$ cat config.mk
export PLATFORM = sky130hd
export DESIGN_NAME = adb_frame_receiver_core
export DESIGN_NICKNAME = d
export VERILOG_FILES = /design/src/hw/rtl/afr_pkg.sv /design/src/hw/rtl/afr_parser.sv /design/src/hw/rtl/afr_out_skid.sv /design/src/hw/rtl/adb_frame_receiver_core.sv
export SDC_FILE = /design/constraint.sdc
export NUM_CORES = 1
export LEC_CHECK = 0
export BUFFER_PORTS_ARGS = -buffer_cell sky130_fd_sc_hd__buf_2
export CAP_MARGIN = 20
export CORE_ASPECT_RATIO = 1.2
export CORE_UTILIZATION = 54
export DETAILED_ROUTE_END_ITERATION = 7
export PLACE_DENSITY_LB_ADDON = 0.05
export SYNTH_ARGS = -nofsm -noshare
export SYNTH_HDL_FRONTEND = slang
export SYNTH_HIERARCHICAL = 1
export SYNTH_SLANG_ARGS = --single-unit
export TNS_END_PERCENT = 30
$ cat constraint.sdc
create_clock -name i_clk -period 26.4 [get_ports i_clk]
set_input_delay 5.28 -clock i_clk [delete_from_list [all_inputs] [get_ports i_clk]]
set_output_delay 5.28 -clock i_clk [all_outputs]
set_load 0.02 [all_outputs]
$ cat src/hw/rtl/afr_pkg.sv
package afr_pkg;

    localparam int unsigned HdrBytes   = 24;
    localparam int unsigned WordW      = 32;
    localparam int unsigned MaxLenW    = 21;
    localparam int unsigned CntW       = 5;

    localparam logic [WordW-1:0]   AllOnes      = 32'hFFFF_FFFF;
    localparam logic [MaxLenW-1:0] MaxLenReset  = 21'd8192;
    localparam logic [CntW-1:0]    HdrLastCount = 5'(HdrBytes - 1);

    // header word slots
    localparam logic [2:0] W_CMD   = 3'd0;
    localparam logic [2:0] W_ARG0  = 3'd1;
    localparam logic [2:0] W_ARG1  = 3'd2;
    localparam logic [2:0] W_LEN   = 3'd3;
    localparam logic [2:0] W_SUM   = 3'd4;
    localparam logic [2:0] W_MAGIC = 3'd5;

    typedef enum logic [1:0] {
        ST_OK       = 2'd0,
        ST_MAGIC    = 2'd1,
        ST_LENGTH   = 2'd2,
        ST_CHECKSUM = 2'd3
    } t_status;

    typedef struct packed {
        logic             payload_valid;
        logic [7:0]       payload_byte;
        logic             frame_end;
        logic [WordW-1:0] command_word;
        logic [WordW-1:0] first_argument;
        logic [WordW-1:0] second_argument;
        logic [WordW-1:0] payload_length;
        t_status          frame_status;
    } t_result;

endpackage

$ cat src/hw/rtl/afr_parser.sv
module afr_parser (
    input  logic                                  i_clk,
    input  logic                                  i_rst_n,
    input  logic                                  i_accept,
    input  logic [7:0]                            i_rx_byte,
    input  logic                                  i_cfg_we,
    input  logic [afr_pkg::MaxLenW-1:0]           i_cfg_wdata,
    output logic                                  o_res_valid,
    output afr_pkg::t_result                      o_res
);

    logic                          r_in_payload;
    logic [afr_pkg::CntW-1:0]      r_hdr_cnt;
    logic [afr_pkg::WordW-1:0]     r_hdr_words [6];
    logic [afr_pkg::WordW-1:0]     r_remaining;
    logic [afr_pkg::WordW-1:0]     r_sum;
    logic [afr_pkg::MaxLenW-1:0]   r_max_len;

    logic                          n_in_payload;
    logic [afr_pkg::CntW-1:0]      n_hdr_cnt;
    logic [afr_pkg::WordW-1:0]     n_remaining;
    logic [afr_pkg::WordW-1:0]     n_sum;

    logic [2:0]                    w_idx;
    logic [1:0]                    w_lane;
    logic                          w_hdr_last;
    logic [afr_pkg::WordW-1:0]     w_magic;
    logic [afr_pkg::WordW-1:0]     w_sum_next;
    logic                          w_pay_last;

    assign w_idx      = r_hdr_cnt[4:2];
    assign w_lane     = r_hdr_cnt[1:0];
    assign w_hdr_last = (r_hdr_cnt == afr_pkg::HdrLastCount);
    assign w_magic    = {i_rx_byte, r_hdr_words[afr_pkg::W_MAGIC][23:0]};
    assign w_sum_next = r_sum + {24'd0, i_rx_byte};
    assign w_pay_last = (r_remaining == 32'd1);

    always_comb begin
        n_in_payload = r_in_payload;
        n_hdr_cnt    = r_hdr_cnt;
        n_remaining  = r_remaining;
        n_sum        = r_sum;
        o_res_valid  = 1'b0;
        o_res        = '0;
        if (i_accept) begin
            if (r_in_payload) begin
                n_sum                = w_sum_next;
                n_remaining          = r_remaining - 32'd1;
                o_res_valid          = 1'b1;
                o_res.payload_valid  = 1'b1;
                o_res.payload_byte   = i_rx_byte;
                if (w_pay_last) begin
                    n_in_payload          = 1'b0;
                    o_res.frame_end       = 1'b1;
                    o_res.frame_status    =
                        (w_sum_next == r_hdr_words[afr_pkg::W_SUM]) ?
                        afr_pkg::ST_OK : afr_pkg::ST_CHECKSUM;
                end
            end else if (!w_hdr_last) begin
                n_hdr_cnt = r_hdr_cnt + 5'd1;
            end else begin
                n_hdr_cnt = '0;
                if ((r_hdr_words[afr_pkg::W_CMD] ^ afr_pkg::AllOnes) != w_magic) begin
                    o_res_valid        = 1'b1;
                    o_res.frame_status = afr_pkg::ST_MAGIC;
                end else if (r_hdr_words[afr_pkg::W_LEN] >
                             {11'd0, r_max_len}) begin
                    o_res_valid        = 1'b1;
                    o_res.frame_status = afr_pkg::ST_LENGTH;
                end else if (r_hdr_words[afr_pkg::W_LEN] == 32'd0) begin
                    o_res_valid        = 1'b1;
                    o_res.frame_status = afr_pkg::ST_OK;
                end else begin
                    n_in_payload = 1'b1;
                    n_remaining  = r_hdr_words[afr_pkg::W_LEN];
                    n_sum        = '0;
                end
            end
            if (o_res.frame_end || (!r_in_payload && w_hdr_last && o_res_valid)) begin
                o_res.frame_end       = 1'b1;
                o_res.command_word    = r_hdr_words[afr_pkg::W_CMD];
                o_res.first_argument  = r_hdr_words[afr_pkg::W_ARG0];
                o_res.second_argument = r_hdr_words[afr_pkg::W_ARG1];
                o_res.payload_length  = r_hdr_words[afr_pkg::W_LEN];
            end
        end
    end

    always_ff @(posedge i_clk) begin
        if (!i_rst_n) begin
            r_in_payload <= 1'b0;
            r_hdr_cnt    <= '0;
            r_remaining  <= '0;
            r_sum        <= '0;
            r_max_len    <= afr_pkg::MaxLenReset;
        end else begin
            r_in_payload <= n_in_payload;
            r_hdr_cnt    <= n_hdr_cnt;
            r_remaining  <= n_remaining;
            r_sum        <= n_sum;
            if (i_cfg_we) begin
                r_max_len <= i_cfg_wdata;
            end
        end
    end

    // header assembly, little-endian byte lanes
    always_ff @(posedge i_clk) begin
        if (i_accept && !r_in_payload) begin
            r_hdr_words[w_idx][{w_lane, 3'b000} +: 8] <= i_rx_byte;
        end
    end

endmodule

$ cat src/hw/rtl/afr_out_skid.sv
module afr_out_skid (
    input  logic             i_clk,
    input  logic             i_rst_n,
    input  logic             i_push,
    input  afr_pkg::t_result i_res,
    output logic             o_full,
    output logic             o_out_valid,
    input  logic             i_out_stall,
    output afr_pkg::t_result o_res
);

    logic             r_out_valid;
    logic             r_skid_valid;
    afr_pkg::t_result r_out;
    afr_pkg::t_result r_skid;
    logic             w_free;

    assign w_free      = !r_out_valid || !i_out_stall;
    assign o_full      = r_skid_valid;
    assign o_out_valid = r_out_valid;
    assign o_res       = r_out;

    always_ff @(posedge i_clk) begin
        if (!i_rst_n) begin
            r_out_valid  <= 1'b0;
            r_skid_valid <= 1'b0;
        end else if (w_free) begin
            if (r_skid_valid) begin
                r_out_valid  <= 1'b1;
                r_skid_valid <= 1'b0;
            end else begin
                r_out_valid  <= i_push;
            end
        end else if (i_push) begin
            r_skid_valid <= 1'b1;
        end
    end

    always_ff @(posedge i_clk) begin
        if (w_free) begin
            if (r_skid_valid) begin
                r_out <= r_skid;
            end else if (i_push) begin
                r_out <= i_res;
            end
        end else if (i_push) begin
            r_skid <= i_res;
        end
    end

endmodule

$ cat src/hw/rtl/adb_frame_receiver_core.sv
// a word's result is registered into the output entry, or the skid entry on output stall
// throughput: one received word per cycle while not stalled; a two-entry output buffer
// absorbs output stalls; input stall rises only when both output entries hold results
// reset (synchronous, active low) returns to header hunt, clears counts and sum,
// empties the output buffer and sets the maximum payload length to 8192
module adb_frame_receiver_core (
    input  logic                        i_clk,
    input  logic                        i_rst_n,
    input  logic                        i_in_valid,
    output logic                        o_in_stall,
    input  logic [7:0]                  i_rx_byte,
    input  logic                        i_cfg_we,
    input  logic [afr_pkg::MaxLenW-1:0] i_cfg_wdata,
    output logic                        o_out_valid,
    input  logic                        i_out_stall,
    output logic                        o_payload_valid,
    output logic [7:0]                  o_payload_byte,
    output logic                        o_frame_end,
    output logic [31:0]                 o_command_word,
    output logic [31:0]                 o_first_argument,
    output logic [31:0]                 o_second_argument,
    output logic [31:0]                 o_payload_length,
    output logic [1:0]                  o_frame_status
);

    logic             w_accept;
    logic             w_res_valid;
    logic             w_full;
    afr_pkg::t_result w_res;
    afr_pkg::t_result w_out;

    assign o_in_stall = w_full;
    assign w_accept   = i_in_valid && !w_full;

    afr_parser u_parser (
        .i_clk       (i_clk),
        .i_rst_n     (i_rst_n),
        .i_accept    (w_accept),
        .i_rx_byte   (i_rx_byte),
        .i_cfg_we    (i_cfg_we),
        .i_cfg_wdata (i_cfg_wdata),
        .o_res_valid (w_res_valid),
        .o_res       (w_res)
    );

    afr_out_skid u_out_skid (
        .i_clk       (i_clk),
        .i_rst_n     (i_rst_n),
        .i_push      (w_res_valid),
        .i_res       (w_res),
        .o_full      (w_full),
        .o_out_valid (o_out_valid),
        .i_out_stall (i_out_stall),
        .o_res       (w_out)
    );

    assign o_payload_valid   = w_out.payload_valid;
    assign o_payload_byte    = w_out.payload_byte;
    assign o_frame_end       = w_out.frame_end;
    assign o_command_word    = w_out.command_word;
    assign o_first_argument  = w_out.first_argument;
    assign o_second_argument = w_out.second_argument;
    assign o_payload_length  = w_out.payload_length;
    assign o_frame_status    = w_out.frame_status;

`ifndef ASSERT_OFF
    a_full_has_out: assert property (@(posedge i_clk) disable iff (!i_rst_n)
        o_in_stall |-> o_out_valid)
        else $error("buffer full without a pending output word");

    a_result_kind: assert property (@(posedge i_clk) disable iff (!i_rst_n)
        o_out_valid |-> (o_payload_valid || o_frame_end))
        else $error("result carries neither payload nor frame end");

    a_no_frame_fields: assert property (@(posedge i_clk) disable iff (!i_rst_n)
        (o_out_valid && !o_frame_end) |->
            (o_frame_status == afr_pkg::ST_OK && o_command_word == 32'd0))
        else $error("header fields set on a non-final word");

    a_hdr_err_no_byte: assert property (@(posedge i_clk) disable iff (!i_rst_n)
        (o_out_valid && !o_payload_valid) |-> (o_payload_byte == 8'd0))
        else $error("payload byte set without payload valid");
`endif

endmodule
* Yosys cells after proc, flatten, opt, wreduce, memory -nomap -nowiden
Memories as Yosys holds them, arrays and structs flattened.
Cells that the tools add are included.
** Storage, ports and cells
- Register bits after elaboration :: 373
- Bits in writable memories :: 192
- Bits of input ports :: 34
- Output and inout port bits :: 142
- Word-level logic and storage cells :: 100
- Memories kept :: 1
** Cells by class
- Add/sub/neg operators :: 4
- Order comparisons :: 1
- Equality and inequality tests :: 7
- Shift operators :: 2
- Mux-type cells :: 40
- Bitwise logic cells :: 4
- Reduce and logical (&&, ||, !) cells :: 18
** Memories
- u_parser.r_hdr_words :: words 6, width 32, read ports 6, clocked after Yosys merged registers in 0, write ports 1, line afr_parser.sv:14 : logic [afr_pkg::WordW-1:0] r_hdr_words [6];
** Operator list (number)
- $mux W140 :: 3
- $mux W32 :: 11
- $mux W129 :: 1
- $add A32 B8 Y32 :: 1
- $eq A32 B1 Y1 const B :: 1
- $eq A32 B32 Y1 :: 1
- $gt A32 B21 Y1 :: 1
- $logic_not A32 Y1 :: 1
- $ne A32 B32 Y1 :: 1
- $not A32 Y32 :: 1
- $shift A8 B7 Y32 const A :: 1
- $shiftx A8 B7 Y32 :: 1
- $sub A32 B1 Y32 const B :: 1
- $mux W10 :: 2
- $mux W1 :: 16
- $mux W2 :: 6
- $neg A5 Y7 :: 1
- $ne A2 B1 Y1 const B :: 3
- $reduce_and A2 Y1 :: 3
- $add A5 B1 Y5 const B :: 1
- $eq A5 B5 Y1 const B :: 1
- $mux W5 :: 1
- $reduce_and A5 Y1 :: 1
- $logic_and A1 B1 Y1 :: 4
- 5 further kinds :: 12

* Logic depth before layout (Yosys ltp)
Gate-level depths: netlist of the first run.
- Depth after elaboration :: 13
- Mapped depth :: 13
- Depth with buffers taken out :: 13

* Hierarchy
Netlist of the first run, hierarchy kept.
** By module, submodules not included
- afr_parser :: times used 1, cells each 1322, area an instance 13768.2 um2, seq. area each 7347.0 um2
- afr_out_skid :: times used 1, cells each 444, area an instance 10552.6 um2, seq. area each 8448.1 um2
- adb_frame_receiver_core :: times used 1, cells each 1, area an instance 13.8 um2, seq. area each 0.0 um2

* Worst setup path after synthesis of the first run
OpenSTA, ideal clock, no wires.
- Path kind :: input -> register
- From :: input port i_rx_byte[4]
- To :: register u_out_skid.r_out (netlist bit u_out_skid/o_res[0]) (enable)
- Setup time :: 0.686 ns
- Arrival time :: 13.028 ns
- Data required time :: 25.714 ns
- Path slack :: 12.686 ns
- Stages on the path :: 9
- Path buffers :: 1
- Path through :: xor2_1 nand4_1 nor4_1 nand2_1 a211oi_2 o21ai_1 clkbuf_1 nor2_2 a21oi_1
** On the way
- Longest elaborated chain between the ends :: 8
** Ends and longest elaborated chain
- start, declared :: line adb_frame_receiver_core.sv:11 : input logic [7:0] i_rx_byte,
- $ne A32 B32 Y1 :: line afr_parser.sv:63 : if ((r_hdr_words[afr_pkg::W_CMD] ^ afr_pkg::AllOnes) != w_magic) begin
- $mux W1 :: line afr_parser.sv:63
- $mux W1 :: line afr_parser.sv:59 : end else if (!w_hdr_last) begin
- $mux W1 :: line afr_parser.sv:46 : if (r_in_payload) begin
- $mux W1 (2 in a row) :: line afr_parser.sv:45 : if (i_accept) begin
- named net w_res_valid :: line adb_frame_receiver_core.sv:27 : logic w_res_valid;
- $reduce_bool A2 Y1 (no source line)
- $reduce_and A2 Y1 (no source line)
- end signal, assigned :: line afr_out_skid.sv:42 : r_out <= r_skid;
- end signal, assigned :: line afr_out_skid.sv:44 : r_out <= i_res;
- end, declared :: line afr_out_skid.sv:14 : afr_pkg::t_result r_out;
The timed path passes the listed nets, and every way through them passes these cells. The select of a mux whose other input is x is not followed.
A chain may end at the register's enable or synchronous reset.

* Worst setup path after layout of the first run
- From :: input port i_rx_byte[7]
- To :: register u_out_skid.r_out (netlist bit u_out_skid/o_res[138]) (enable)
Same word-level chain as after synthesis.

==> flow_summary.ini, run 1 <==
[critical_path]
crit_path_cell_trace = buf_2, xor2_1, nand4_1, nor4_1, nand2_1, a211oi_2, o21ai_4, buf_4, nor2_2, a21oi_4, buf_4
worstPathMaxFanout = 130
critPathBufInv = 3
crit_path_start_kind = input pin
cp.arrival_ns = 8.61
critical-path-top-delay-family = simple AND/OR/NAND/NOR gates
slowest_delay_ns = 0.85
crit_top_cell = buf_4
endpoint_kind = flip-flop
cpMaxStageDelayCell = nor4_1
crit_type = input pin to flip-flop
required_ns = 26.63

[layout]
area_growth_pct = 12.51
drive_gt1_share_pct = 22.88
n_fill_cell = 3383
diodes = 0
fin_cells = 2521
nets = 1988

[hold_path]
hold_path_class = flip-flop to flip-flop

[synth]
yosysWarnings = 6
yosys.area.top_type = edfxtp_1
async_flop_share_pct = 0
syn_nets = 1839
ys_seq_area_share_pct = 64.91
yosys-top-cells-count = 464 x edfxtp_1, 145 x and3_1, 130 x nor2_1
synth_cell_types = 75
syn_area_um2 = 24330
netlist.area_leader.share_pct = 57.26
ys.flop_type = edfxtp_1
synth_area_leaders = edfxtp_1 57%, dfxtp_1 7.7%, mux2_4 5.5%, and3_1 3.7%, mux2_2 2.6%
synth_edf_count = 464
synth-seq-cells = 557
yosysMostFrequentCell = edfxtp_1
synth.avg_cell_area_um2 = 13.77
syn_inst = 1767

[routing]
num_vias = 14860
met3WireLength_mm = 3.314
wl_per_cell_um = 22.89
wl_met2_mm = 27.71
routed_wl_mm = 57.70
antenna_left = 0
vias_per_cell = 5.893
top_layer = met4
drt-pass1-iter-count = 5
wl_met1_mm = 24.85
drc = 0
drtIter0Drc = 1445

[run]
maxCapViolCount = 0

[timing]
slew_violations = 0
period_needed_ns = 8.381
max_freq_mhz = 119.3
clock_skew_ns = 0.01982
rsz0062_at_grt = false
fin_hold_ws_ns = 0.4685
period_share_pct = 31.74
setup_tns_ns = 0
finalSetupViolations = 0
worst_pin_slew_ns = 1.110
max-slew-margin-rel_pct = 25.72
hold_viol_final = 0

[power_and_ir_drop]
swShare_pct = 20.64
p_comb_share_pct = 2.3
p_clk_share_pct = 43.8
power.internal_mw = 1.400
p_total_mw = 1.764
p_leak_nw = 9.996
peakVddDrop_v = 0.00005068
p_switching_mw = 0.3640
powerDensity_nw_per_um2 = 64.41
seqPwrFrac_pct = 53.9

[die]
io_pins = 176
die_area_um2 = 45920
die_y_um = 234.5
core-area_um2 = 44140
die-width_um = 195.8
start_util_pct = 55.13
rows = 84

[cts]
h-tree-depth = 2
clk_latency_ns = 0.62
cts_setup_buffers = 0
cts_resized = 0
cts_buffer_depth = 3
cts-root-buf = clkbuf_16
ctsHoldBuffers = 0
clkSlewWorstSetupHoldPaths_ns = 0.06
cts.sink_count = 557
cts-buffers-inserted = 54
cts_tree = done

[place]
hpwl_mm = 37.33
numPortBuffers = 175
gp_congestion = 0.8792
place_inst = 2418

[global_routing]
antenna_found_initial = 0
grt_pass1_vias = 13920
grt-ovfl-total = 0
grt_pass1_wl_mm = 85.65
grt_start_max_net_pins = 131
grt.total_usage_pct = 25.06

[outcome]
status = finished clean
worst paths after layout:
path | endpoint | cells after the start | slack, ns | start
max | u_out_skid/o_res[138] | 11 | 18.02 | i_rx_byte[7]
min | u_parser/r_sum[7] | 2 | 0.47 | u_parser/r_sum[7]
min reg2reg | u_parser/r_sum[7] | 2 | 0.47 | u_parser/r_sum[7]
max reg2reg | u_out_skid/o_res[138] | 10 | 21.47 | u_parser/r_hdr_words[3][26]
flip-flops by register name, indices dropped and copies added (netlist names):
| name | cells |
|---|---|
| u_parser/r_hdr_words | 184 |
| u_parser/r_hdr_cnt | 5 |
| u_parser/r_remaining | 32 |
| u_parser/r_max_len | 21 |
| u_out_skid/o_res | 140 |
| u_out_skid/o_full | 1 |
| u_out_skid/r_skid | 140 |
| u_parser/r_in_payload | 1 |
| u_out_skid/o_out_valid | 1 |
| u_parser/r_sum | 32 |
cells by family after synthesis:
family	Yosys count	share of synthesized area, %
DFF	557	64.91
and+or+nand+nor	552	12.12
AOI/OAI and AO/OA	213	5.471
muxes	185	9.733
buffers and inverters	134	2.555
xor gates and xnor gates	88	3.229
adders and majority gates	38	1.985
worst reg2reg max path: cells and delay by family (launching register included):
family / cells / cell delay [ns]
muxes: 1 / 0.56
AOI/OAI and AO/OA: 3 / 0.55
DFF: 1 / 0.54
buffers and inverters: 2 / 1.49
and+or+nand+nor: 4 / 1.29
power by group through the flow:
stage / combinational [mW] / clock (mW) / sequential, mW
final: 0.0414 / 0.772 / 0.950
after global routing: 0.0444 / 0.821 / 0.950
after CTS: 0.0413 / 0.788 / 0.950
after detailed placement: 0.0408 / 0 / 0.969
after global placement: 0.0404 / 0 / 0.969
after floorplan: 0.0234 / 0 / 0.968
placed cells by master (no fill, tap or decap), types with 54 or more instances in the layout:
master     synthesis  layout
and3_1           145     144
a21oi_1           68      67
clkbuf_16          0      54
edfxtp_1         464     464
mux2_4            89      89
nand2_1           82      81
dfxtp_1           93      91
buf_2             26     175
mux2_2            56      56
nor2_1           130     130
metal layers:
layer | global-route usage, % | vias up
met5 | 0 | -
met4 | 8.813 | 0
met3 | 3.883 | 107
met2 | 41.50 | 513
met1 | 33.86 | 7307
li1 | - | 6929
cell type report:
cell class	instances	area (µm²)	area share, %
clock buffers	64	1399	5.109
clock inverters	38	385.4	1.408
inverters	37	138.9	0.5073
multi-input cells	1076	7948	29.03
flip-flops and latches	557	15800	57.71
well taps	559	699.4	2.555
repair buffers	190	1008	3.683
through the flow:
step	instance area (µm²)	util, %	worst slack [ns]
6_report	27380	62.02	18.02
5_1_grt	27380	62.02	17.93
4_1_cts	27350	61.96	18.12
3_5_place_dp	25570	57.92	17.39
3_3_place_gp	25570	57.92	17.53
2_1_floorplan	24330	-	12.69
Note: power is estimated with default switching activity, not from simulation.
==> run 2, diff against run 1 <==
Clock period 26.4 ns to 8.2 ns, I/O delays scaled along.
==> run 2 against run 1 <==
Cell count decreased by 0.12%. Clock skew shrank 0.0048 ns. Count of clock-buffer cells in the layout is 6 higher.
==> flow_summary.ini, run 2 (same netlist as run 1, synthesis figures left out) <==
[global_routing]
grt_start_max_net_pins = 130
grt_pass1_wl_mm = 86.86
grt.total_usage_pct = 25.46
antenna_found_initial = 1
grt-ovfl-total = 0
grt_pass1_vias = 14070

[layout]
nets = 1987
final_common_cell = edfxtp_1
diodes = 0
area_growth_pct = 12.32
final_cell_mix = 464 x edfxtp_1, 175 x buf_2, 144 x and3_1, 130 x nor2_1, 92 x dfxtp_1
multi_input_area_um2 = 7949
regMostFlops = u_parser/r_hdr_words
n_fill_cell = 3406
largest_reg_flops = 184
drive_gt1_share_pct = 22.51
seqCellArea_um2 = 15800

[cts]
clkSlewWorstSetupHoldPaths_ns = 0.06
cts-root-buf = clkbuf_16
h-tree-depth = 2
cts_setup_buffers = 0
cts-buffers-inserted = 54
cts_tree = done
ctsHoldBuffers = 0
cts.sink_count = 557
clk_latency_ns = 0.61
cts_buffer_depth = 3
cts_resized = 0

[critical_path]
required_ns = 8.43
crit_path_start_kind = flip-flop
crit_top_cell = buf_4
endpoint_kind = flip-flop
worstPathMaxFanout = 58
cpMaxStageDelayCell = buf_4
crit_path_cell_trace = nor4_1, nand4_1, nor3_1, mux2i_1, a211oi_2, o21ai_4, nor2_2, a21oi_4, buf_4, buf_4
slowest_delay_ns = 0.66
cp.arrival_ns = 5.07
r2r_cells = 10
crit_type = flip-flop to flip-flop

[routing]
wl_met1_mm = 25.28
drc = 0
drt-pass1-iter-count = 5
met3WireLength_mm = 3.459
wl_met2_mm = 27.97
wl_per_cell_um = 23.20
vias_per_cell = 5.934
num_vias = 14940
drtIter0Drc = 1289
routed_wl_mm = 58.41
antenna_left = 0
top_layer = met5

[hold_path]
whs_path_depth = 1
hold_path_class = flip-flop to flip-flop

[timing]
finalSetupViolations = 0
clock_skew_ns = 0.01502
setup_tns_ns = 0
slew_violations = 0
max_freq_mhz = 206.7
worst_pin_slew_ns = 1.179
max-slew-margin-rel_pct = 21.09
period_needed_ns = 4.837
fin_ws_ns = 3.363
rsz0062_at_grt = false
hold_viol_final = 0
period_share_pct = 58.99

[die]
rows = 84
die_area_um2 = 45920
die_y_um = 234.5
io_pins = 176
start_util_pct = 55.13
die-width_um = 195.8
core-area_um2 = 44140

[place]
numPortBuffers = 175
pre_cts_slack_ns = 2.913
gp_congestion = 0.8820
hpwl_mm = 37.17

[power_and_ir_drop]
seqPwrFrac_pct = 54.3
swShare_pct = 20.35
p_comb_share_pct = 2.3
p_clk_share_pct = 43.4
power.internal_mw = 4.489
peakVddDrop_v = 0.0001505
powerDensity_nw_per_um2 = 206.2
p_leak_nw = 9.958
p_switching_mw = 1.146

[outcome]
status = finished clean

[run]
maxCapViolCount = 0
## run 2: cell type report
| class | instances | area share [%] |
|---|---|---|
| tap | 559 | 2.559 |
| inverter | 37 | 0.5081 |
| clock buffer | 70 | 5.278 |
| sequential | 557 | 57.80 |
| timing repair buffer | 189 | 3.694 |
| clock inverter | 30 | 1.076 |
| multi-input combinational | 1076 | 29.08 |
## run 2: worst max-delay path: cells and delay by family (launching register included)
family	cells	cell delay, ns
simple gates	4	1.24
compound gates	3	1.03
buf+inv	2	1.01
mux	1	0.55
flops	1	0.53
## run 2: worst paths after layout
kind,from,end,slack (ns)
worst min-delay path,u_parser/r_remaining[30],u_parser/r_remaining[30],0.48
worst max-delay path,u_parser/r_hdr_words[3][26],u_out_skid/o_res[27],3.36
worst min register to register,u_parser/r_remaining[30],u_parser/r_remaining[30],0.48
worst max register to register,u_parser/r_hdr_words[3][26],u_out_skid/o_res[27],3.36
## run 2: through the flow
stage	cells	cell area [µm²]	hold WS, ns	power (mW)	utilization, %
after floorplan	1767	24340	0.4322	3.191	-
after CTS	2517	27320	0.4712	5.689	61.89
after detailed placement	2417	25580	0.4606	3.250	57.96
after global routing	2518	27330	0.5025	5.797	61.92
after global placement	2417	25580	0.4486	3.249	57.96
final	2518	27330	0.4753	5.635	61.92
## run 2: power groups by stage
stage	logic (mW)	registers (mW)	clock network, mW
finish	0.132	3.06	2.44
global route	0.141	3.06	2.60
CTS	0.131	3.06	2.50
detailed placement	0.130	3.12	0
global placement	0.129	3.12	0
floorplan	0.0753	3.12	0
## run 2: layer usage
layer | vias to the layer above | GRT usage (%)
li1 | 6915 | -
met1 | 7405 | 34.75
met2 | 515 | 41.96
met3 | 103 | 4.054
met4 | 4 | 8.350
met5 | - | 0
